==> src/design/pdpc_pkg.sv <==
package pdpc_pkg;

   // Default rotation resolution: steps per turn is two to this power.
   localparam int TRIG_TABLE_BITS_DEF = 10;

   // Register map, in word order.
   localparam logic [2:0] CSR_GAIN_P_X      = 3'd0;
   localparam logic [2:0] CSR_GAIN_D_X      = 3'd1;
   localparam logic [2:0] CSR_GAIN_P_Y      = 3'd2;
   localparam logic [2:0] CSR_GAIN_D_Y      = 3'd3;
   localparam logic [2:0] CSR_GAIN_P_TURN   = 3'd4;
   localparam logic [2:0] CSR_GAIN_D_TURN   = 3'd5;
   localparam logic [2:0] CSR_STEP_PERIOD   = 3'd6;
   localparam int         CSR_ADDR_W        = 5;

   // Register reset values.
   localparam logic signed [15:0] GAIN_P_RESET = 16'sd256;
   localparam logic signed [15:0] GAIN_D_RESET = 16'sd0;
   localparam logic [15:0]        PERIOD_RESET = 16'd1000;

   // Heading arithmetic: one turn is 360 degrees in 1/256 degree units.
   localparam logic [16:0] TURN_UNITS   = 17'd92160;
   localparam logic [16:0] HALF_TURN    = 17'd46080;
   // A whole number of turns that lifts any 24-bit heading above zero.
   localparam logic [24:0] TURN_OFFSET  = 25'd8478720;

   // CORDIC constants.
   localparam int                 CORDIC_STEPS = 16;
   localparam logic signed [33:0] CORDIC_GAIN  = 34'sd652032874;

   // Arctangent of 2^-k in units of 2^32 per turn.
   function automatic logic [29:0] atan_turn(input logic [3:0] k);
      logic [29:0] a;
      unique case (k)
         4'd0:  a = 30'd536870912;
         4'd1:  a = 30'd316933406;
         4'd2:  a = 30'd167458907;
         4'd3:  a = 30'd85004756;
         4'd4:  a = 30'd42667331;
         4'd5:  a = 30'd21354465;
         4'd6:  a = 30'd10679838;
         4'd7:  a = 30'd5340245;
         4'd8:  a = 30'd2670163;
         4'd9:  a = 30'd1335087;
         4'd10: a = 30'd667544;
         4'd11: a = 30'd333772;
         4'd12: a = 30'd166886;
         4'd13: a = 30'd83443;
         4'd14: a = 30'd41722;
         4'd15: a = 30'd20861;
      endcase
      return a;
   endfunction

   // Saturate a wide signed value to the signed 32-bit range.
   function automatic logic signed [31:0] sat32(input logic signed [63:0] v);
      logic signed [31:0] r;
      if (v > 64'sh0000_0000_7FFF_FFFF) begin
         r = 32'sh7FFF_FFFF;
      end else if (v < -64'sh0000_0000_8000_0000) begin
         r = -32'sh8000_0000;
      end else begin
         r = v[31:0];
      end
      return r;
   endfunction

   // Clamp a PD term to plus or minus (2^46 - 1).
   function automatic logic signed [46:0] clamp_pd(input logic signed [63:0] v);
      logic signed [46:0] r;
      if (v > 64'sh0000_3FFF_FFFF_FFFF) begin
         r = 47'sh3FFF_FFFF_FFFF;
      end else if (v < -64'sh0000_3FFF_FFFF_FFFF) begin
         r = -47'sh3FFF_FFFF_FFFF;
      end else begin
         r = v[46:0];
      end
      return r;
   endfunction

   // Round a CORDIC result to Q2.14 and clamp it to one.
   function automatic logic signed [15:0] q14(input logic signed [33:0] v);
      logic signed [33:0] r;
      logic signed [15:0] q;
      r = (v + 34'sd32768) >>> 16;
      if (r > 34'sd16384) begin
         q = 16'sd16384;
      end else if (r < -34'sd16384) begin
         q = -16'sd16384;
      end else begin
         q = r[15:0];
      end
      return q;
   endfunction

endpackage

==> src/design/pd_position_controller.sv <==
// Arm request: taken while idle, no result; the block stays ready.
// Step request: the block is busy from acceptance until the result is committed and takes
// no new request before then; a stalled output register also keeps it busy.
// The work runs on the shared bit-serial 16-bit multiplier (ten products) and the
// restoring divider (one quotient bit a cycle, 50 bits per derivative term).
// Reset is synchronous and active high: gains, period, targets and previous errors return to reset values.
module pd_position_controller #(
   parameter int TRIG_TABLE_BITS = pdpc_pkg::TRIG_TABLE_BITS_DEF
) (
   input  logic                              clock,
   input  logic                              reset,
   input  logic                              req_valid,
   output logic                              req_ready,
   input  logic                              req_opcode,
   input  logic signed [31:0]                req_pose_x,
   input  logic signed [31:0]                req_pose_y,
   input  logic signed [23:0]                req_pose_heading,
   input  logic signed [31:0]                req_goal_x,
   input  logic signed [31:0]                req_goal_y,
   input  logic signed [23:0]                req_goal_heading,
   output logic                              rsp_valid,
   input  logic                              rsp_ready,
   output logic signed [31:0]                rsp_speed_x,
   output logic signed [31:0]                rsp_speed_y,
   output logic signed [31:0]                rsp_speed_turn,
   input  logic                              psel,
   input  logic                              penable,
   input  logic                              pwrite,
   input  logic [pdpc_pkg::CSR_ADDR_W-1:0]   paddr,
   input  logic [31:0]                       pwdata,
   output logic [31:0]                       prdata,
   output logic                              pready
);

   localparam int B        = TRIG_TABLE_BITS;
   localparam int NUM_W    = 17 + B;
   localparam int DVD_W    = 50;
   localparam int MUL_LAST = 15;

   localparam logic [4:0] S_IDLE  = 5'd0;
   localparam logic [4:0] S_AXIS  = 5'd1;
   localparam logic [4:0] S_MULD  = 5'd2;
   localparam logic [4:0] S_DLOAD = 5'd3;
   localparam logic [4:0] S_DIVD  = 5'd4;
   localparam logic [4:0] S_PLOAD = 5'd5;
   localparam logic [4:0] S_MULP  = 5'd6;
   localparam logic [4:0] S_STORE = 5'd7;
   localparam logic [4:0] S_MLOAD = 5'd8;
   localparam logic [4:0] S_MOD   = 5'd9;
   localparam logic [4:0] S_ILOAD = 5'd10;
   localparam logic [4:0] S_IDX   = 5'd11;
   localparam logic [4:0] S_CLOAD = 5'd12;
   localparam logic [4:0] S_CORD  = 5'd13;
   localparam logic [4:0] S_TRIG  = 5'd14;
   localparam logic [4:0] S_RLOAD = 5'd15;
   localparam logic [4:0] S_RMUL  = 5'd16;
   localparam logic [4:0] S_RNEXT = 5'd17;
   localparam logic [4:0] S_OUT   = 5'd18;

   // Control registers.
   logic [4:0]  state_ff, state_in;
   logic [5:0]  cnt_ff, cnt_in;
   logic [1:0]  axis_ff, axis_in;
   logic [1:0]  rot_ff, rot_in;
   logic        rsp_valid_ff, rsp_valid_in;

   // Configuration and controller state.
   logic signed [15:0] gain_ff [6];
   logic signed [15:0] gain_in [6];
   logic [15:0]        period_ff, period_in;
   logic signed [31:0] target_x_ff, target_x_in, target_y_ff, target_y_in;
   logic signed [23:0] target_h_ff, target_h_in;
   logic signed [32:0] last_ff [3];
   logic signed [32:0] last_in [3];

   // Datapath registers.
   logic signed [32:0] err_ff [3];
   logic signed [32:0] err_in [3];
   logic signed [46:0] pd_ff [3];
   logic signed [46:0] pd_in [3];
   logic signed [23:0] pose_h_ff, pose_h_in;
   logic signed [63:0] mcand_ff, mcand_in, acc_ff, acc_in;
   logic [15:0]        mplier_ff, mplier_in;
   logic [DVD_W-1:0]   dvd_ff, dvd_in, quo_ff, quo_in;
   logic [16:0]        rem_ff, rem_in, dvs_ff, dvs_in;
   logic               neg_ff, neg_in;
   logic signed [33:0] cx_ff, cx_in, cy_ff, cy_in;
   logic signed [32:0] cz_ff, cz_in;
   logic [1:0]         quad_ff, quad_in;
   logic signed [15:0] cos_ff, cos_in, sin_ff, sin_in;
   logic signed [31:0] spx_ff, spx_in, spy_ff, spy_in;
   logic signed [31:0] out_x_ff, out_x_in, out_y_ff, out_y_in, out_t_ff, out_t_in;

   // Shared step logic.
   logic signed [63:0] mul_add;
   logic [17:0]        rem_sh;
   logic               q_bit;
   logic [3:0]         ck;
   logic signed [33:0] xs, ys;
   logic signed [32:0] at;
   logic signed [33:0] diff;
   logic signed [63:0] abs_acc;
   logic [NUM_W-1:0]   num;
   logic [31:0]        phase;
   logic signed [15:0] cr, sr;
   logic [2:0]         csr_idx;
   logic               csr_wr;

   assign req_ready      = (state_ff == S_IDLE);
   assign rsp_valid      = rsp_valid_ff;
   assign rsp_speed_x    = out_x_ff;
   assign rsp_speed_y    = out_y_ff;
   assign rsp_speed_turn = out_t_ff;
   assign pready         = 1'b1;
   assign csr_idx        = paddr[4:2];
   assign csr_wr         = psel & penable & pwrite;

   // Register read-back.
   always_comb begin
      prdata = '0;
      if (csr_idx == pdpc_pkg::CSR_STEP_PERIOD) begin
         prdata = {16'd0, period_ff};
      end else if (csr_idx < pdpc_pkg::CSR_STEP_PERIOD) begin
         prdata = {16'd0, gain_ff[csr_idx]};
      end
   end

   // Bit-serial multiply step: the top multiplier bit carries negative weight.
   always_comb begin
      mul_add = '0;
      if (mplier_ff[0]) begin
         mul_add = (cnt_ff == 6'(MUL_LAST)) ? -mcand_ff : mcand_ff;
      end
   end

   // Restoring divide step: one quotient bit a cycle.
   assign rem_sh = {rem_ff, dvd_ff[DVD_W-1]};
   assign q_bit  = (rem_sh >= {1'b0, dvs_ff});

   // CORDIC step terms.
   assign ck = cnt_ff[3:0];
   assign xs = cx_ff >>> ck;
   assign ys = cy_ff >>> ck;
   assign at = $signed({3'b000, pdpc_pkg::atan_turn(ck)});

   // Miscellaneous operand shaping.
   assign diff    = {err_ff[axis_ff][32], err_ff[axis_ff]}
                  - {last_ff[axis_ff][32], last_ff[axis_ff]};
   assign abs_acc = acc_ff[63] ? -acc_ff : acc_ff;
   assign num     = (NUM_W'(rem_ff) << B) + NUM_W'(pdpc_pkg::HALF_TURN);
   assign phase   = 32'(quo_ff[B-1:0]) << (32 - B);
   assign cr      = pdpc_pkg::q14(cx_ff);
   assign sr      = pdpc_pkg::q14(cy_ff);

   // Next-state and datapath logic.
   always_comb begin
      state_in     = state_ff;
      cnt_in       = cnt_ff;
      axis_in      = axis_ff;
      rot_in       = rot_ff;
      rsp_valid_in = rsp_valid_ff & ~rsp_ready;
      gain_in      = gain_ff;
      period_in    = period_ff;
      target_x_in  = target_x_ff;
      target_y_in  = target_y_ff;
      target_h_in  = target_h_ff;
      last_in      = last_ff;
      err_in       = err_ff;
      pd_in        = pd_ff;
      pose_h_in    = pose_h_ff;
      mcand_in     = mcand_ff;
      acc_in       = acc_ff;
      mplier_in    = mplier_ff;
      dvd_in       = dvd_ff;
      quo_in       = quo_ff;
      rem_in       = rem_ff;
      dvs_in       = dvs_ff;
      neg_in       = neg_ff;
      cx_in        = cx_ff;
      cy_in        = cy_ff;
      cz_in        = cz_ff;
      quad_in      = quad_ff;
      cos_in       = cos_ff;
      sin_in       = sin_ff;
      spx_in       = spx_ff;
      spy_in       = spy_ff;
      out_x_in     = out_x_ff;
      out_y_in     = out_y_ff;
      out_t_in     = out_t_ff;

      // Configuration writes.
      if (csr_wr) begin
         if (csr_idx == pdpc_pkg::CSR_STEP_PERIOD) begin
            period_in = pwdata[15:0];
         end else if (csr_idx < pdpc_pkg::CSR_STEP_PERIOD) begin
            gain_in[csr_idx] = pwdata[15:0];
         end
      end

      unique case (state_ff)
         S_IDLE: begin
            if (req_valid) begin
               if (req_opcode) begin
                  // Arm: latch the target and preset the previous errors.
                  target_x_in = req_goal_x;
                  target_y_in = req_goal_y;
                  target_h_in = req_goal_heading;
                  last_in[0]  = 33'(req_goal_x) - 33'(req_pose_x);
                  last_in[1]  = 33'(req_goal_y) - 33'(req_pose_y);
                  last_in[2]  = 33'(req_goal_heading) - 33'(req_pose_heading);
               end else begin
                  err_in[0] = 33'(target_x_ff) - 33'(req_pose_x);
                  err_in[1] = 33'(target_y_ff) - 33'(req_pose_y);
                  err_in[2] = 33'(target_h_ff) - 33'(req_pose_heading);
                  pose_h_in = req_pose_heading;
                  axis_in   = '0;
                  state_in  = S_AXIS;
               end
            end
         end
         S_AXIS: begin
            // Derivative product first: Kd times the change in error.
            mcand_in  = 64'(diff);
            mplier_in = gain_ff[{axis_ff, 1'b1}];
            acc_in    = '0;
            cnt_in    = '0;
            state_in  = S_MULD;
         end
         S_MULD, S_MULP, S_RMUL: begin
            acc_in    = acc_ff + mul_add;
            mcand_in  = mcand_ff <<< 1;
            mplier_in = mplier_ff >> 1;
            cnt_in    = cnt_ff + 6'd1;
            if (cnt_ff == 6'(MUL_LAST)) begin
               priority case (state_ff)
                  S_MULD:  state_in = S_DLOAD;
                  S_MULP:  state_in = S_STORE;
                  default: state_in = S_RNEXT;
               endcase
            end
         end
         S_DLOAD: begin
            // Divide the magnitude by the period; a zero period counts as one.
            dvd_in   = abs_acc[DVD_W-1:0];
            neg_in   = acc_ff[63];
            dvs_in   = (period_ff == '0) ? 17'd1 : {1'b0, period_ff};
            rem_in   = '0;
            quo_in   = '0;
            cnt_in   = '0;
            state_in = S_DIVD;
         end
         S_DIVD, S_MOD, S_IDX: begin
            rem_in = q_bit ? 17'(rem_sh - {1'b0, dvs_ff}) : rem_sh[16:0];
            quo_in = {quo_ff[DVD_W-2:0], q_bit};
            dvd_in = dvd_ff << 1;
            cnt_in = cnt_ff + 6'd1;
            priority case (state_ff)
               S_DIVD: if (cnt_ff == 6'(DVD_W - 1)) state_in = S_PLOAD;
               S_MOD:  if (cnt_ff == 6'd24) state_in = S_ILOAD;
               default: if (cnt_ff == 6'(NUM_W - 1)) state_in = S_CLOAD;
            endcase
         end
         S_PLOAD: begin
            // Truncated quotient, then Kp times error accumulates on top.
            acc_in    = neg_ff ? -{14'd0, quo_ff} : {14'd0, quo_ff};
            mcand_in  = 64'(err_ff[axis_ff]);
            mplier_in = gain_ff[{axis_ff, 1'b0}];
            cnt_in    = '0;
            state_in  = S_MULP;
         end
         S_STORE: begin
            if (axis_ff == 2'd2) begin
               pd_in[2] = acc_ff[46:0];
               state_in = S_MLOAD;
            end else begin
               pd_in[axis_ff] = pdpc_pkg::clamp_pd(acc_ff);
               axis_in        = axis_ff + 2'd1;
               state_in       = S_AXIS;
            end
         end
         S_MLOAD: begin
            // Heading modulo one turn, after lifting it above zero.
            dvd_in   = {25'({pose_h_ff[23], pose_h_ff}) + pdpc_pkg::TURN_OFFSET, 25'd0};
            dvs_in   = pdpc_pkg::TURN_UNITS;
            rem_in   = '0;
            quo_in   = '0;
            cnt_in   = '0;
            state_in = S_MOD;
         end
         S_ILOAD: begin
            // Round to the nearest table step by dividing by one turn.
            dvd_in   = DVD_W'(num) << (DVD_W - NUM_W);
            rem_in   = '0;
            quo_in   = '0;
            cnt_in   = '0;
            state_in = S_IDX;
         end
         S_CLOAD: begin
            quad_in  = phase[31:30];
            cz_in    = $signed({3'b000, phase[29:0]});
            cx_in    = pdpc_pkg::CORDIC_GAIN;
            cy_in    = '0;
            cnt_in   = '0;
            state_in = S_CORD;
         end
         S_CORD: begin
            if (!cz_ff[32]) begin
               cx_in = cx_ff - ys;
               cy_in = cy_ff + xs;
               cz_in = cz_ff - at;
            end else begin
               cx_in = cx_ff + ys;
               cy_in = cy_ff - xs;
               cz_in = cz_ff + at;
            end
            cnt_in = cnt_ff + 6'd1;
            if (cnt_ff == 6'(pdpc_pkg::CORDIC_STEPS - 1)) begin
               state_in = S_TRIG;
            end
         end
         S_TRIG: begin
            // Fold the first-quadrant result out to the full turn.
            unique case (quad_ff)
               2'd0: begin cos_in = cr;  sin_in = sr;  end
               2'd1: begin cos_in = -sr; sin_in = cr;  end
               2'd2: begin cos_in = -cr; sin_in = -sr; end
               2'd3: begin cos_in = sr;  sin_in = -cr; end
            endcase
            rot_in   = '0;
            state_in = S_RLOAD;
         end
         S_RLOAD: begin
            // Four products: x*c + y*s, then y*c - x*s.
            unique case (rot_ff)
               2'd0: begin mcand_in = 64'(pd_ff[0]);  mplier_in = cos_ff; end
               2'd1: begin mcand_in = 64'(pd_ff[1]);  mplier_in = sin_ff; end
               2'd2: begin mcand_in = 64'(pd_ff[1]);  mplier_in = cos_ff; end
               2'd3: begin mcand_in = -64'(pd_ff[0]); mplier_in = sin_ff; end
            endcase
            if (!rot_ff[0]) begin
               acc_in = '0;
            end
            cnt_in   = '0;
            state_in = S_RMUL;
         end
         S_RNEXT: begin
            rot_in   = rot_ff + 2'd1;
            state_in = S_RLOAD;
            if (rot_ff == 2'd1) begin
               spx_in = pdpc_pkg::sat32(acc_ff >>> 22);
            end else if (rot_ff == 2'd3) begin
               spy_in   = pdpc_pkg::sat32(acc_ff >>> 22);
               state_in = S_OUT;
            end
         end
         S_OUT: begin
            // Wait for the output register to be free, then commit.
            if (!rsp_valid_ff || rsp_ready) begin
               out_x_in     = spx_ff;
               out_y_in     = spy_ff;
               out_t_in     = pdpc_pkg::sat32(64'(pd_ff[2]) >>> 8);
               rsp_valid_in = 1'b1;
               last_in      = err_ff;
               state_in     = S_IDLE;
            end
         end
         default: begin
            state_in = S_IDLE;
         end
      endcase
   end

   // Control and state registers.
   always_ff @(posedge clock) begin
      if (reset) begin
         state_ff     <= S_IDLE;
         cnt_ff       <= '0;
         axis_ff      <= '0;
         rot_ff       <= '0;
         rsp_valid_ff <= 1'b0;
         gain_ff[0]   <= pdpc_pkg::GAIN_P_RESET;
         gain_ff[1]   <= pdpc_pkg::GAIN_D_RESET;
         gain_ff[2]   <= pdpc_pkg::GAIN_P_RESET;
         gain_ff[3]   <= pdpc_pkg::GAIN_D_RESET;
         gain_ff[4]   <= pdpc_pkg::GAIN_P_RESET;
         gain_ff[5]   <= pdpc_pkg::GAIN_D_RESET;
         period_ff    <= pdpc_pkg::PERIOD_RESET;
         target_x_ff  <= '0;
         target_y_ff  <= '0;
         target_h_ff  <= '0;
         last_ff[0]   <= '0;
         last_ff[1]   <= '0;
         last_ff[2]   <= '0;
      end else begin
         state_ff     <= state_in;
         cnt_ff       <= cnt_in;
         axis_ff      <= axis_in;
         rot_ff       <= rot_in;
         rsp_valid_ff <= rsp_valid_in;
         gain_ff      <= gain_in;
         period_ff    <= period_in;
         target_x_ff  <= target_x_in;
         target_y_ff  <= target_y_in;
         target_h_ff  <= target_h_in;
         last_ff      <= last_in;
      end
   end

   // Datapath registers.
   always_ff @(posedge clock) begin
      err_ff    <= err_in;
      pd_ff     <= pd_in;
      pose_h_ff <= pose_h_in;
      mcand_ff  <= mcand_in;
      acc_ff    <= acc_in;
      mplier_ff <= mplier_in;
      dvd_ff    <= dvd_in;
      quo_ff    <= quo_in;
      rem_ff    <= rem_in;
      dvs_ff    <= dvs_in;
      neg_ff    <= neg_in;
      cx_ff     <= cx_in;
      cy_ff     <= cy_in;
      cz_ff     <= cz_in;
      quad_ff   <= quad_in;
      cos_ff    <= cos_in;
      sin_ff    <= sin_in;
      spx_ff    <= spx_in;
      spy_ff    <= spy_in;
      out_x_ff  <= out_x_in;
      out_y_ff  <= out_y_in;
      out_t_ff  <= out_t_in;
   end

endmodule

==> config.mk <==
export PLATFORM = sky130hd
export DESIGN_NAME = pd_position_controller
export DESIGN_NICKNAME = d
export VERILOG_FILES = /design/src/design/pdpc_pkg.sv /design/src/design/pd_position_controller.sv
export SDC_FILE = /design/constraint.sdc
export NUM_CORES = 2
export LEC_CHECK = 0
export ABC_AREA = 1
export BUFFER_PORTS_ARGS = -buffer_cell sky130_fd_sc_hd__buf_2
export CAP_MARGIN = 0
export CORE_ASPECT_RATIO = 0.8
export CORE_MARGIN = 3
export CORE_UTILIZATION = 30
export CTS_BUF_LIST = sky130_fd_sc_hd__clkbuf_16
export DETAILED_ROUTE_END_ITERATION = 12
export PLACE_DENSITY = 0.45
export SYNTH_ARGS = -nofsm -noshare
export SYNTH_HDL_FRONTEND = slang
export SYNTH_SLANG_ARGS = --single-unit
==> constraint.sdc <==
create_clock -name clock -period 10.25 [get_ports clock]
set_clock_uncertainty 0.15 [all_clocks]
set_input_delay 1.025 -clock clock [delete_from_list [all_inputs] [get_ports clock]]
set_output_delay 1.025 -clock clock [all_outputs]
set_load 0.005 [all_outputs]
==> metrics.md <==
| Metric | Value |
|---|---|
| Period minus WS final | `6.64 ns` |
| Max Slew Vio Count | `0` |
| FF-to-FF path depth | `27` |
| Clock latency on the worst-skew pair | `~0.86 ns` |
| Placed Cells | `about 15k` |
| R2r endpoint | `acc_ff[42]` |
| CTS tree | `done` |
| Post-route insts no fill | `about 15k` |
| CTS Hold Buffers Added | `0` |
| IO Pins | `352` |
| Mux cell area share after synthesis | `less than 1%` |
| Initial antenna violation count | `26` |
| Yosys cell types | `80` |
| Die area | `0.283 mm²` |
| Post-DRT Antenna Nets | `0` |
| # rows | `171` |
| Vias per Instance | `5.30` |
| Post-CTS Repair Setup Buffers | `0` |
| Reg2reg start | `cnt_ff[2]` |
| Post-synth EDFFs | `822` |
| GR Overflow Total | `0` |
| Via count | `80.7k` |
| Port Buffers | `316` |
| H-Tree Depth | `4` |
| Outcome | `completed` |
| Synth Area in Adders | `6.60%` |
| Core box area | `roughly 0.27 mm²` |
| Slew HR | `between 10% and 20%` |
| Remaining DRCs | `0` |
| Final Hold Viols | `0` |
| Primary FF master, synth | `edfxtp_1` |
| Post-synthesis instance total | `11.3k` |
| Synth Area in Simple Gates | `23.4%` |
| Final worst hold slack | `around 0.27 ns` |
| Fmax | `0.150 GHz` |
| GR Util All Layers | `24.0%` |
| Syn. warnings | `0` |
| HPWL after detailed placement | `275 mm` |
| First-pass GRT wire length | `512 mm` |
| Synth Area per Inst | `7.33 µm²` |
| Max Cap Viol | `0` |
| Post-synthesis compound-gate area fraction | `19.9%` |
| Area delta synth->final | `12.1%` |
| Worst reg2reg setup slack | `3.61 ns` |
| Share of synthesized registers carrying an async set or reset | `0%` |
| Clk sinks | `1159` |
| Mapped Area | `slightly above 0.08 mm²` |
| Setup TNS | `0 ns` |
| Max clock buf depth | `4` |
| DR WL/cell | `23.3 µm` |
| Flops & latches, synth | `1159` |
| Post-CTS resize count | `0` |
| TritonRoute pass-1 iters | `6` |
| Clock slew at reported path FFs | `0.06 ns` |
| Largest net degree at the start of global routing | `124` |
| Final Setup Violations | `0` |
| Grt met3 use | `4.22%` |
| Largest family of logic cells by synthesized area | `simple AND/OR/NAND/NOR gates` |
| Gpl congestion | `about 0.94` |
| Peak VDD IR | `0.141 mV` |
| Initial Util | `30.3%` |
| Crit path launch type | `flop` |
| Vias in the first global route | `75.2k` |
| Nets | `~12k` |
| Root Buffer | `clkbuf_16` |
| DIE HEIGHT | `476 µm` |
| Worst EP required | `10.72 ns` |
| TritonCTS buffer count | `152` |
| Initial drt markers | `7777` |
| Sequential fraction of the synthesis area | `37.9%` |
| Unrepaired setup endpoints after global routing | `false` |
| Post-synth top area share | `29.8%` |
| Post-Synth XOR/XNOR Area | `3.46%` |
| P_leak | `39.1 nW` |
| Most area-hungry cell type in the Yosys netlist | `edfxtp_1` |
| Hold Path Class | `flop to flop` |
| Commonest non-fill, non-tap cell in the layout | `nand2_1` |
| Worst slew pin tran | `1.21 ns` |
| Final WL | `354 mm` |
| Worst setup endpoint | `acc_ff[42]` |
| Crit path arrival time | `approximately 7 ns` |
| Met2 Usage GRT | `34.5%` |
| Kind of critical path | `flop to flop` |
| Critical-path maximum fanout | `68` |
| Power per cell area | `229 mW/mm²` |
| GRT met1 Usage | `36.5%` |
| Crit share post-route | `64.8%` |
| GR peak layer | `met1` |
| Die Wd | `594 µm` |
| Crit path launch | `cnt_ff[2]` |
| Synth top area cells | `edfxtp_1 (30%), nand2_1 (9.9%), dfxtp_1 (8.1%)` |
| Most frequent cells in the layout | `nand2_1 (2170), inv_1 (1392), nor2_1 (1381)` |
| Endpoint class of the critical path | `flop` |
| Share of cells above drive strength 1 | `7.44%` |
[cells in the mapped netlist (all sizes together) (8+ instances only)]
cell and number:
dfxtp 337, nor3 191, o221ai 30, a21o 38, o21a 65, and2 10, o32ai 8, a221oi 56
o22ai 37, nor2 1433, nand3b 12, nor4 62, or2 68, o211ai 81, o21ai 1241, a21oi 1042
a2111oi 8, fa 12, ha 418, edfxtp 822, clkbuf 293, clkinv 15, a31oi 55, o2111ai 40
o21bai 55, o31ai 18, a21boi 38, inv 1403, a2bb2oi 14, xnor2 121, xor2 205, nand3 519
a22oi 32, nand2 2193, nand4 142, buf 120, a211oi 22
[registers in the layout (all words and copies together), names as in the netlist, 17 cells and up]
| register | cells |
|---|---|
| pd_ff | 133 |
| pose_h_ff | 24 |
| target_h_ff | 24 |
| rsp_speed_x | 32 |
| spy_ff | 32 |
| err_ff | 91 |
| dvs_ff | 17 |
| spx_ff | 32 |
| target_x_ff | 32 |
| cz_ff | 33 |
| at | 30 |
| cx_ff | 34 |
| quo_ff | 50 |
| cy_ff | 34 |
| rsp_speed_y | 32 |
| acc_ff | 64 |
| dvd_ff | 50 |
| target_y_ff | 32 |
| last_ff | 91 |
| mcand_ff | 64 |
| rem_ff | 17 |
| rsp_speed_turn | 32 |
| gain_ff | 96 |
[worst min path at each step]
stage | start | to | slack (ns) | cells after the start
6_report | spx_ff[27] | rsp_speed_x[27] | 0.27 | 0
5_1_grt | spy_ff[12] | rsp_speed_y[12] | 0.27 | 0
4_1_cts | req_goal_x[28] | target_x_ff[28] | 0.23 | 3
3_5_place_dp | spx_ff[10] | rsp_speed_x[10] | 0.25 | 0
3_3_place_gp | spy_ff[1] | rsp_speed_y[1] | 0.25 | 0
2_1_floorplan | spx_ff[0] | rsp_speed_x[0] | 0.25 | 0
[area by class of cell]
type	count	area [µm²]
Timing Repair Buffer	412	2330
Multi-Input combinational cell	8330	44500
Antenna cell	9	22.5
Fill cell	29400	180000
Inverter	1418	5330
Clock inverter	106	734
Clock buffer	155	3880
Sequential cell	1159	31400
Tap cell	3633	4550
[logic make-up after synthesis]
kind of cell / after synthesis
AND/OR/NAND/NOR: 4636
AO/OA/AOI/OAI: 2915
buffers and inverters: 1831
flip-flops: 1159
adder cells (fa/ha/maj): 430
XOR/XNOR: 326
multiplexers: 6
other: 2
[critical path, stage by stage, from the launching register on]
cell	delay, ns
dfxtp_2	0.31
buf_4	0.54
inv_2	0.61
nor3_1	0.43
nand3_2	0.12
buf_4	0.29
inv_1	0.11
buf_4	0.38
nor2_1	0.08
nor3_1	0.43
inv_1	0.13
fa_1	0.42
inv_1	0.09
nand3_1	0.08
nand2_1	0.12
a21oi_1	0.11
o21ai_0	0.29
a21boi_0	0.29
o21ai_0	0.55
nand2_1	0.10
nand2_1	0.17
nand2_1	0.07
nand2_1	0.19
nand2_1	0.12
nand2_1	0.08
nand2_1	0.05
nand3_1	0.09
nand2_1	0.06
[metrics by stage]
stage	instance area, µm²	worst slack [ns]	utilization (%)	total power, mW
after detailed placement	88200	3.50	32.3	15.9
final	92800	3.61	34.0	21.2
after CTS	92800	3.57	34.0	21.2
after global placement	88200	3.47	32.3	15.9
after global routing	92800	2.96	34.0	22.5
after floorplan	82900	0.397	-	12.4
[layer usage]
| layer | share of wire, % | vias to the layer above |
|---|---|---|
| li1 | - | 38800 |
| met4 | 2.7 | 14 |
| met3 | 7.8 | 391 |
| met5 | 0.029 | - |
| met2 | 40 | 2917 |
| met1 | 49 | 38600 |
[power by group]
group / switching (mW) / internal, mW / leakage [nW] / total (mW)
sequential: 0.773 / 6.02 / 10.1 / 6.79
combinational: 6.63 / 2.64 / 26.6 / 9.27
clock: 2.24 / 2.94 / 2.34 / 5.18
total: 9.64 / 11.6 / 39.1 / 21.2
(Power assumes the default switching activity.)
